[config.mk]
export PLATFORM = sky130hd
export DESIGN_NAME = timeout_table
export DESIGN_NICKNAME = d
export VERILOG_FILES = /design/src/rtl/tt_pkg.sv /design/src/rtl/tt_cell.sv /design/src/rtl/tt_eval.sv /design/src/rtl/timeout_table.sv
export VERILOG_INCLUDE_DIRS = /design/src /design/src/rtl
export SDC_FILE = /design/constraint.sdc
export NUM_CORES = 1
export LEC_CHECK = 0
export BUFFER_PORTS_ARGS = -buffer_cell sky130_fd_sc_hd__buf_2
export CAP_MARGIN = 20
export CORE_MARGIN = 5
export CORE_UTILIZATION = 25
export DETAILED_ROUTE_END_ITERATION = 8
export SETUP_SLACK_MARGIN = 0.02
export SLEW_MARGIN = 20
export SYNTH_ARGS = -nofsm -noshare
export SYNTH_HDL_FRONTEND = slang
export SYNTH_SLANG_ARGS = --single-unit
export TNS_END_PERCENT = 50
[constraint.sdc]
create_clock -name i_clk -period 17.9 [get_ports i_clk]
set_input_delay 0.895 -clock i_clk [delete_from_list [all_inputs] [get_ports i_clk]]
set_output_delay 0.895 -clock i_clk [all_outputs]
set_load 0.01 [all_outputs]
[src/rtl/timeout_table_defines.svh]
// ============================================================================
// timeout_table_defines.svh
// Assertion macros shared by the timeout table RTL.
// ============================================================================
`ifndef TIMEOUT_TABLE_DEFINES_SVH
`define TIMEOUT_TABLE_DEFINES_SVH

// Same-cycle implication, disabled while reset is asserted
`define TT_ASSERT_IMP(lbl, ante, cons) \
    lbl: assert property (@(posedge i_clk) disable iff (!i_rst_n) (ante) |-> (cons)) \
        else $error("timeout_table: same-cycle check failed");

// Next-cycle implication, disabled while reset is asserted
`define TT_ASSERT_NXT(lbl, ante, cons) \
    lbl: assert property (@(posedge i_clk) disable iff (!i_rst_n) (ante) |=> (cons)) \
        else $error("timeout_table: next-cycle check failed");

`endif

[src/rtl/tt_pkg.sv]
// ============================================================================
// tt_pkg
// Types and codes for the timeout table: slot entry, head flags, op codes.
// ============================================================================
package tt_pkg;

    localparam int HANDLE_W = 16;
    localparam int TIME_W   = 32;
    localparam int DELAY_W  = 16;

    // Request actions
    localparam logic [1:0] ACT_ADD    = 2'd0;
    localparam logic [1:0] ACT_REMOVE = 2'd1;
    localparam logic [1:0] ACT_TICK   = 2'd2;
    localparam logic [1:0] ACT_QUERY  = 2'd3;

    // Result kinds
    localparam logic [1:0] KIND_STATUS  = 2'd0;
    localparam logic [1:0] KIND_EXPIRED = 2'd1;
    localparam logic [1:0] KIND_DELAY   = 2'd2;

    // Status codes
    localparam logic [1:0] ST_OK        = 2'd0;
    localparam logic [1:0] ST_NULL      = 2'd1;
    localparam logic [1:0] ST_FULL      = 2'd2;
    localparam logic [1:0] ST_NOT_FOUND = 2'd3;

    // One slot of the table
    typedef struct packed {
        logic                valid;
        logic [HANDLE_W-1:0] handle;
        logic [TIME_W-1:0]   deadline;
    } t_entry;

    // Flags for the slot at the head of the ring
    typedef struct packed {
        logic expired;
        logic match;
        logic free;
    } t_flags;

endpackage

[src/rtl/tt_cell.sv]
// ============================================================================
// tt_cell
// One slot of the ring: holds an entry and takes its neighbor's on a shift.
// ============================================================================
module tt_cell (
    input  logic           i_clk,
    input  logic           i_rst_n,
    input  logic           i_shift,
    input  tt_pkg::t_entry i_entry,
    output tt_pkg::t_entry o_entry
);

    logic                        r_valid;
    logic [tt_pkg::HANDLE_W-1:0] r_handle;
    logic [tt_pkg::TIME_W-1:0]   r_deadline;

    // Valid bit is control state and clears on reset
    always_ff @(posedge i_clk) begin
        if (!i_rst_n) begin
            r_valid <= 1'b0;
        end else if (i_shift) begin
            r_valid <= i_entry.valid;
        end
    end

    // Payload only moves with the ring
    always_ff @(posedge i_clk) begin
        if (i_shift) begin
            r_handle   <= i_entry.handle;
            r_deadline <= i_entry.deadline;
        end
    end

    assign o_entry.valid    = r_valid;
    assign o_entry.handle   = r_handle;
    assign o_entry.deadline = r_deadline;

endmodule

[src/rtl/tt_eval.sv]
// ============================================================================
// tt_eval
// Tests the head slot: expired against the clock, handle match, free.
// ============================================================================
module tt_eval (
    input  tt_pkg::t_entry              i_entry,
    input  logic [tt_pkg::TIME_W-1:0]   i_now,
    input  logic [tt_pkg::HANDLE_W-1:0] i_handle,
    output tt_pkg::t_flags              o_flags
);

    // Overdue means now strictly past the deadline, plain unsigned compare
    always_comb begin
        o_flags.expired = i_entry.valid && (i_now > i_entry.deadline);
        o_flags.match   = i_entry.valid && (i_entry.handle == i_handle);
        o_flags.free    = !i_entry.valid;
    end

endmodule

[src/rtl/timeout_table.sv]
// ============================================================================
// timeout_table
// Table of pending timeouts keyed by handle, stored in a ring of slot cells
// that rotates past one head evaluator.
//
//   channel | direction | signals
//   --------+-----------+-----------------------------------------------
//   in      | sink      | i_in_valid/o_in_ready: action, handle, timeout
//   out     | source    | o_out_valid/i_out_ready: kind, handle, delay,
//           |           |   status, last
//   cfg     | sink      | i_cfg_valid/o_cfg_ready: default timeout
//
// Remove, tick and query rotate the ring once before the closing result;
// add rotates twice (search, then write). A null-handle add or remove goes
// straight to its result without a rotation. A new request is taken only
// in idle, once the closing result of the last one is in the output
// register. Every slot passes the single head evaluator in turn. An
// expired entry waiting on a full output register stalls the ring; the
// closing result waits for a free output register. Reset empties the table
// and zeroes the clock.
// ============================================================================
module timeout_table #(
    parameter int SLOTS       = 16,
    parameter int HANDLE_BITS = 16
) (
    input  logic        i_clk,
    input  logic        i_rst_n,
    // request channel
    input  logic        i_in_valid,
    output logic        o_in_ready,
    input  logic [1:0]  i_action,
    input  logic [15:0] i_handle,
    input  logic [31:0] i_timeout_ms,
    // result channel
    output logic        o_out_valid,
    input  logic        i_out_ready,
    output logic [1:0]  o_kind,
    output logic [15:0] o_handle_out,
    output logic [15:0] o_delay_ms,
    output logic [1:0]  o_status,
    output logic        o_last,
    // configuration
    input  logic        i_cfg_valid,
    output logic        o_cfg_ready,
    input  logic [15:0] i_cfg_default_timeout
);

    `include "timeout_table_defines.svh"

    localparam int IW     = (SLOTS > 1) ? $clog2(SLOTS) : 1;
    localparam int HW_EFF = (HANDLE_BITS < tt_pkg::HANDLE_W) ? HANDLE_BITS
                                                               : tt_pkg::HANDLE_W;
    localparam logic [tt_pkg::HANDLE_W-1:0] HMASK =
        tt_pkg::HANDLE_W'((17'd1 << HW_EFF) - 17'd1);
    localparam logic [IW-1:0] LAST_IDX = IW'(SLOTS - 1);

    localparam logic [1:0] S_IDLE  = 2'd0;
    localparam logic [1:0] S_SCAN  = 2'd1;
    localparam logic [1:0] S_WRITE = 2'd2;
    localparam logic [1:0] S_DONE  = 2'd3;

    logic [1:0]                  r_state, n_state;
    logic [1:0]                  r_op;
    logic [tt_pkg::HANDLE_W-1:0] r_h;
    logic [tt_pkg::TIME_W-1:0]   r_tmo;
    logic [tt_pkg::TIME_W-1:0]   r_now;
    logic [IW-1:0]               r_cnt;
    logic                        r_null;
    logic                        r_found;
    logic [IW-1:0]               r_tidx;
    logic                        r_free_ok;
    logic [IW-1:0]               r_fidx;
    logic                        r_any;
    logic [tt_pkg::TIME_W-1:0]   r_best;
    logic [15:0]                 r_dt;

    logic                        r_o_valid;
    logic [1:0]                  r_o_kind;
    logic [15:0]                 r_o_handle;
    logic [15:0]                 r_o_delay;
    logic [1:0]                  r_o_status;
    logic                        r_o_last;

    tt_pkg::t_entry              ring [SLOTS];
    tt_pkg::t_entry              head, new_head;
    tt_pkg::t_flags              flags;

    logic                        in_acc;
    logic                        out_free;
    logic                        exp_hit;
    logic                        ring_shift;
    logic                        at_end;
    logic                        do_write;
    logic [IW-1:0]               target;
    logic [tt_pkg::HANDLE_W-1:0] h_masked;
    logic [tt_pkg::TIME_W-1:0]   gap;
    logic                        use_gap;
    logic [15:0]                 q_delay;
    logic [1:0]                  fin_status;

    assign in_acc   = i_in_valid && o_in_ready;
    assign out_free = !r_o_valid || i_out_ready;
    assign head     = ring[0];
    assign h_masked = i_handle & HMASK;
    assign at_end   = (r_cnt == LAST_IDX);
    assign target   = r_found ? r_tidx : r_fidx;

    // Head slot evaluation
    tt_eval u_eval (
        .i_entry  (head),
        .i_now    (r_now),
        .i_handle (r_h),
        .o_flags  (flags)
    );

    // Expiry only applies to tick and query scans
    assign exp_hit  = (r_state == S_SCAN) && flags.expired &&
                      ((r_op == tt_pkg::ACT_TICK) || (r_op == tt_pkg::ACT_QUERY));
    assign do_write = (r_state == S_WRITE) && (r_cnt == target) &&
                      (r_found || r_free_ok);
    assign ring_shift = ((r_state == S_SCAN) && (!exp_hit || out_free)) ||
                        (r_state == S_WRITE);

    // Updated head entry going back in at the tail
    always_comb begin
        new_head = head;
        if (exp_hit) begin
            new_head.valid = 1'b0;
        end else if ((r_state == S_SCAN) && (r_op == tt_pkg::ACT_REMOVE) && flags.match) begin
            new_head.valid = 1'b0;
        end else if (do_write) begin
            new_head.valid    = 1'b1;
            new_head.handle   = r_h;
            new_head.deadline = r_now + r_tmo;
        end
    end

    // Ring of slot cells, each loading its upper neighbor
    for (genvar k = 0; k < SLOTS; k++) begin : g_cell
        tt_pkg::t_entry cell_in;
        if (k == SLOTS - 1) begin : g_tail
            assign cell_in = new_head;
        end else begin : g_mid
            assign cell_in = ring[k+1];
        end
        tt_cell u_cell (
            .i_clk   (i_clk),
            .i_rst_n (i_rst_n),
            .i_shift (ring_shift),
            .i_entry (cell_in),
            .o_entry (ring[k])
        );
    end

    // Next delay and final status
    always_comb begin
        gap     = r_best - r_now;
        use_gap = r_any && (gap != '0) && (gap <= {16'd0, r_dt});
        q_delay = use_gap ? gap[15:0] : r_dt;
        if (r_null) begin
            fin_status = tt_pkg::ST_NULL;
        end else if (r_op == tt_pkg::ACT_ADD) begin
            fin_status = (r_found || r_free_ok) ? tt_pkg::ST_OK : tt_pkg::ST_FULL;
        end else if (r_op == tt_pkg::ACT_REMOVE) begin
            fin_status = r_found ? tt_pkg::ST_OK : tt_pkg::ST_NOT_FOUND;
        end else begin
            fin_status = tt_pkg::ST_OK;
        end
    end

    // Sequencer next state
    always_comb begin
        n_state = r_state;
        unique case (r_state)
            S_IDLE: begin
                if (in_acc) begin
                    if (((i_action == tt_pkg::ACT_ADD) || (i_action == tt_pkg::ACT_REMOVE)) &&
                        (h_masked == '0)) begin
                        n_state = S_DONE;
                    end else begin
                        n_state = S_SCAN;
                    end
                end
            end
            S_SCAN: begin
                if (ring_shift && at_end) begin
                    n_state = (r_op == tt_pkg::ACT_ADD) ? S_WRITE : S_DONE;
                end
            end
            S_WRITE: begin
                if (at_end) begin
                    n_state = S_DONE;
                end
            end
            S_DONE: begin
                if (out_free) begin
                    n_state = S_IDLE;
                end
            end
            default: n_state = S_IDLE;
        endcase
    end

    // Control registers
    always_ff @(posedge i_clk) begin
        if (!i_rst_n) begin
            r_state <= S_IDLE;
            r_now   <= '0;
            r_cnt   <= '0;
            r_dt    <= 16'd1000;
        end else begin
            r_state <= n_state;
            if (i_cfg_valid && o_cfg_ready) begin
                r_dt <= i_cfg_default_timeout;
            end
            if (in_acc && (i_action == tt_pkg::ACT_TICK)) begin
                r_now <= r_now + 32'd1;
            end
            if (in_acc) begin
                r_cnt <= '0;
            end else if (ring_shift) begin
                r_cnt <= at_end ? '0 : r_cnt + IW'(1);
            end
        end
    end

    // Request latch and scan tracking
    always_ff @(posedge i_clk) begin
        if (in_acc) begin
            r_op      <= i_action;
            r_h       <= h_masked;
            r_tmo     <= i_timeout_ms;
            r_null    <= ((i_action == tt_pkg::ACT_ADD) || (i_action == tt_pkg::ACT_REMOVE)) &&
                         (h_masked == '0);
            r_found   <= 1'b0;
            r_free_ok <= 1'b0;
            r_any     <= 1'b0;
        end else if ((r_state == S_SCAN) && ring_shift) begin
            if ((r_op == tt_pkg::ACT_ADD) || (r_op == tt_pkg::ACT_REMOVE)) begin
                if (flags.match) begin
                    r_found <= 1'b1;
                    r_tidx  <= r_cnt;
                end
                if (flags.free && !r_free_ok) begin
                    r_free_ok <= 1'b1;
                    r_fidx    <= r_cnt;
                end
            end else if (!exp_hit && head.valid && (r_op == tt_pkg::ACT_QUERY)) begin
                if (!r_any || (head.deadline < r_best)) begin
                    r_any  <= 1'b1;
                    r_best <= head.deadline;
                end
            end
        end
    end

    // Output register
    always_ff @(posedge i_clk) begin
        if (!i_rst_n) begin
            r_o_valid <= 1'b0;
        end else if (exp_hit && out_free) begin
            r_o_valid <= 1'b1;
        end else if ((r_state == S_DONE) && out_free) begin
            r_o_valid <= 1'b1;
        end else if (i_out_ready) begin
            r_o_valid <= 1'b0;
        end
    end

    always_ff @(posedge i_clk) begin
        if (exp_hit && out_free) begin
            r_o_kind   <= tt_pkg::KIND_EXPIRED;
            r_o_handle <= head.handle;
            r_o_delay  <= '0;
            r_o_status <= tt_pkg::ST_OK;
            r_o_last   <= 1'b0;
        end else if ((r_state == S_DONE) && out_free) begin
            r_o_kind   <= (r_op == tt_pkg::ACT_QUERY && !r_null) ? tt_pkg::KIND_DELAY
                                                                 : tt_pkg::KIND_STATUS;
            r_o_handle <= '0;
            r_o_delay  <= (r_op == tt_pkg::ACT_QUERY && !r_null) ? q_delay : 16'd0;
            r_o_status <= fin_status;
            r_o_last   <= 1'b1;
        end
    end

    assign o_in_ready   = (r_state == S_IDLE);
    assign o_cfg_ready  = 1'b1;
    assign o_out_valid  = r_o_valid;
    assign o_kind       = r_o_kind;
    assign o_handle_out = r_o_handle;
    assign o_delay_ms   = r_o_delay;
    assign o_status     = r_o_status;
    assign o_last       = r_o_last;

    // Returning to idle leaves the closing result in the output register
    `TT_ASSERT_IMP(a_done_last, ($past(r_state) != S_IDLE) && (r_state == S_IDLE), r_o_valid && r_o_last)
    // A tick request advances the clock by exactly one
    `TT_ASSERT_NXT(a_tick_step, in_acc && (i_action == tt_pkg::ACT_TICK), r_now == $past(r_now) + 32'd1)
    // A stalled scan holds its slot position
    `TT_ASSERT_NXT(a_stall_hold, (r_state == S_SCAN) && !ring_shift, $stable(r_cnt))

endmodule

==> results.yml <==
finish:
  syn_to_final_growth_pct: 16.4
  drive_gt1_frac: 0.131
  fillers: 14500
  final_core_util: 0.293
  fin_nets: 2624
die:
  die_w_um: 394
  initial_core_util: 0.252
  rows: 140
  coreArea_um2: 146000
  die_area_um2: 155000
  io_pins: 111
  dieHeight_um: 394
synth:
  synth.most_common_cell: "edfxtp_1"
  synth_area_leader_cell: "edfxtp_1"
  ys_top_cells_by_area: "edfxtp_1, dfxtp_1, ha_1, xnor2_1, inv_1"
  synthArstFlopShare: 0
  synthSimpleGateAreaFrac: 0.0657
  synth_ff_type: "edfxtp_1"
  synth_area_um2: 36800
  yosysUniqueCellTypes: 76
  synth.area.mux_share: 0.0169
  synthTopCellsByCount: "edfxtp_1, ha_1, inv_1, nand2_1, dfxtp_1"
  synth.top_cell.area_share: 0.713
  synthAdderAreaFrac: 0.0510
  synth_top_family_by_area: "simple AND/OR/NAND/NOR gates"
  synth_warnings: 0
  syn-num-nets: 2448
  synth_seq_area_share: 0.765
  postSynthCellCount: 2228
  synth_compound_area_frac: 0.0581
  avgSynthCellArea_um2: 16.5
  ys_ff_latch: 970
  synth_edf_count: 875
  synth_xor_area_frac: 0.0231
sta:
  fin_ws_ns: 11.45
  finalSetupViolCount: 0
  layout_min_cycle_time_ns: 6.45
  max_freq_mhz: 155
  final-hold-violation-count: 0
  fin_skew_ns: 0.0396
  tightest_slew_ns: 1.11
  slew_headroom: 0.259
  slew_viol_final: 0
  fin_crit_sh: 0.361
  holdWs_ns: 0.394
  rsz0062_at_grt: "false"
  finalSetupTns_ns: 0
clock_network:
  cts-root-buf: "clkbuf_16"
  path_clk_slew_ns: 0.06
  ctsHoldBuffers: 0
  cts.sinks: 970
  clockBufferDepth: 3
  post-cts-setup-buffers: 0
  ctsResizeCount: 0
  cts_tree: "built"
  clkLatencyLatePin_ns: 0.66
  htree_num_levels: 3
  cts-buffers-inserted: 98
power_and_ir_drop:
  pwr-share-seq: 0.590
  switching_share: 0.263
  finalPower_mw: 7.12
  p_comb_frac: 0.134
  internal_power_mw: 5.24
  power_density_nw_per_um2: 166
  switchingPower_mw: 1.87
  power.leakage_nw: 15.0
  clkPwrFrac: 0.275
  ir_drop_mv: 0.202
placed_design:
  place.gp.congestion: 0.814
  dpl.hpwl_um: 46800
  dp_slack_ns: 11.46
  io_buffers: 109
setup_path:
  r2r-start: "g_cell[0].u_cell.r_deadline[22]$_DFFE_PN_"
  arrival_ns: 6.73
  worstPathRequired_ns: 18.17
  start_kind: "register"
  rrSetupSlack_ns: 11.45
  crit_path_max_fanout: 194
  rr_endpoint: "g_cell[4].u_cell.r_deadline[24]$_DFFE_PN_"
  crit_type: "reg -> reg"
  ff2ff_path_depth: 17
  cp-end-kind: "register"
global_route:
  grt_overflow_total: 0
  first_global_vias: 18200
  antenna_found_initial: 19
  track_usage: 0.0884
  grt_pass1_wl_um: 108000
  grt_max_degree: 209
detailed_routing:
  drt_iter0_drc: 1460
  num_vias: 18100
  drt-pass1-iter-count: 5
  ant_nets: 0
  drc: 0
  wire_per_inst_um: 16.0
  detail_route.vias_per_cell: 4.11
  drt_wl_total_um: 70300
worst_hold_path:
  hold_class: "reg -> reg"
  min_to: "g_cell[0].u_cell.r_deadline[6]$_DFFE_PN_"
  worstHoldStart: "g_cell[1].u_cell.r_deadline[6]$_DFFE_PN_"
  worstHoldPathCells: 0
flow_run:
  max-cap-violations: 0
status:
  outcome: "finished, final reports clean"
logic make-up after synthesis:
family,count (synthesis)
other cells,1
flops,970
mux,60
simple gates,446
compound gates,322
buf+inv,183
fa+ha+maj,149
xor+xnor,97
per-layer routing:
layer | part of all wire | global-route usage | wire length, um
met4 | 0.028 | 0.0309 | 1940
met1 | 0.51 | 0.130 | 35500
met2 | 0.42 | 0.129 | 29700
met5 | 0.00078 | 0 | 55
met3 | 0.044 | 0.0191 | 3080
area by class of cell:
class | count | area, um2 | share of cell area
Multi-Input combinational cell | 1075 | 7950 | 0.185
Sequential cell | 970 | 28200 | 0.657
Antenna cell | 3 | 7.51 | 0.000175
Inverter | 134 | 507 | 0.0118
Tap cell | 1917 | 2400 | 0.0560
Clock inverter | 51 | 494 | 0.0115
Timing Repair Buffer | 125 | 747 | 0.0174
Clock buffer | 124 | 2590 | 0.0604
power groups by stage:
stage / clock (mW) / combinational, mW / sequential (mW)
final: 1.96 / 0.956 / 4.20
after global routing: 2.13 / 1.06 / 4.30
after CTS: 2.04 / 0.973 / 4.23
after detailed placement: 0 / 0.971 / 4.26
after global placement: 0 / 0.956 / 4.22
after floorplan: 0 / 0.626 / 4.67
cells in the final DEF, fill, tap and decap left out, types with 24 or more instances in the layout:
master,instances
edfxtp_1,875
ha_1,147
inv_1,132
buf_2,109
nand2_1,104
clkbuf_16,99
dfxtp_1,95
a21oi_1,81
xnor2_1,73
o21ai_0,65
nor2_1,58
a21o_1,47
nor2b_1,46
nand3_1,44
mux2i_1,42
and2_1,36
and3_1,30
nand4_1,25
xor2_1,24
worst max-delay path by stage:
stage	from	end	slack, ns	cells after the start
floorplan	g_cell[0].u_cell.r_deadline[25]$_DFFE_PN_	g_cell[0].u_cell.r_deadline[0]$_DFFE_PN_	2.83	13
global placement	g_cell[0].u_cell.r_deadline[25]$_DFFE_PN_	g_cell[4].u_cell.r_deadline[24]$_DFFE_PN_	11.55	16
detailed placement	g_cell[0].u_cell.r_deadline[25]$_DFFE_PN_	g_cell[7].u_cell.r_deadline[25]$_DFFE_PN_	11.46	16
CTS	g_cell[0].u_cell.r_deadline[25]$_DFFE_PN_	g_cell[4].u_cell.r_deadline[24]$_DFFE_PN_	11.44	16
global route	g_cell[0].u_cell.r_deadline[25]$_DFFE_PN_	g_cell[1].u_cell.r_deadline[21]$_DFFE_PN_	11.01	17
finish	g_cell[0].u_cell.r_deadline[22]$_DFFE_PN_	g_cell[4].u_cell.r_deadline[24]$_DFFE_PN_	11.45	17
metrics by stage:
step | cells | instance area (um2)
5_1_grt | 4396 | 42900
3_5_place_dp | 4220 | 39700
6_report | 4399 | 42900
4_1_cts | 4395 | 42800
3_3_place_gp | 4219 | 39700
2_1_floorplan | 2228 | 36800
registers in the layout (all words and copies together), names as in the netlist, 32 cells and up:
name	cells
g_cell.u_cell.r_deadline	512
r_now	32
r_tmo	32
r_best	32
g_cell.u_cell.r_handle	256
critical path: stages (launching register included):
cell and delay (ns):
edfxtp_1 0.42, inv_1 0.11, ha_1 0.26, a21o_1 0.17, a221oi_1 0.24, o21ai_1 0.12, a221oi_1 0.32, a2bb2oi_1 0.51
a21oi_2 0.14, buf_4 0.23, nand2_1 0.12, a21oi_2 0.06, buf_4 0.25, clkinvlp_4 0.35, buf_4 0.79, buf_12 0.70
buf_12 0.36, buf_16 0.57
No activity file was read; power rests on OpenSTA's default activity.
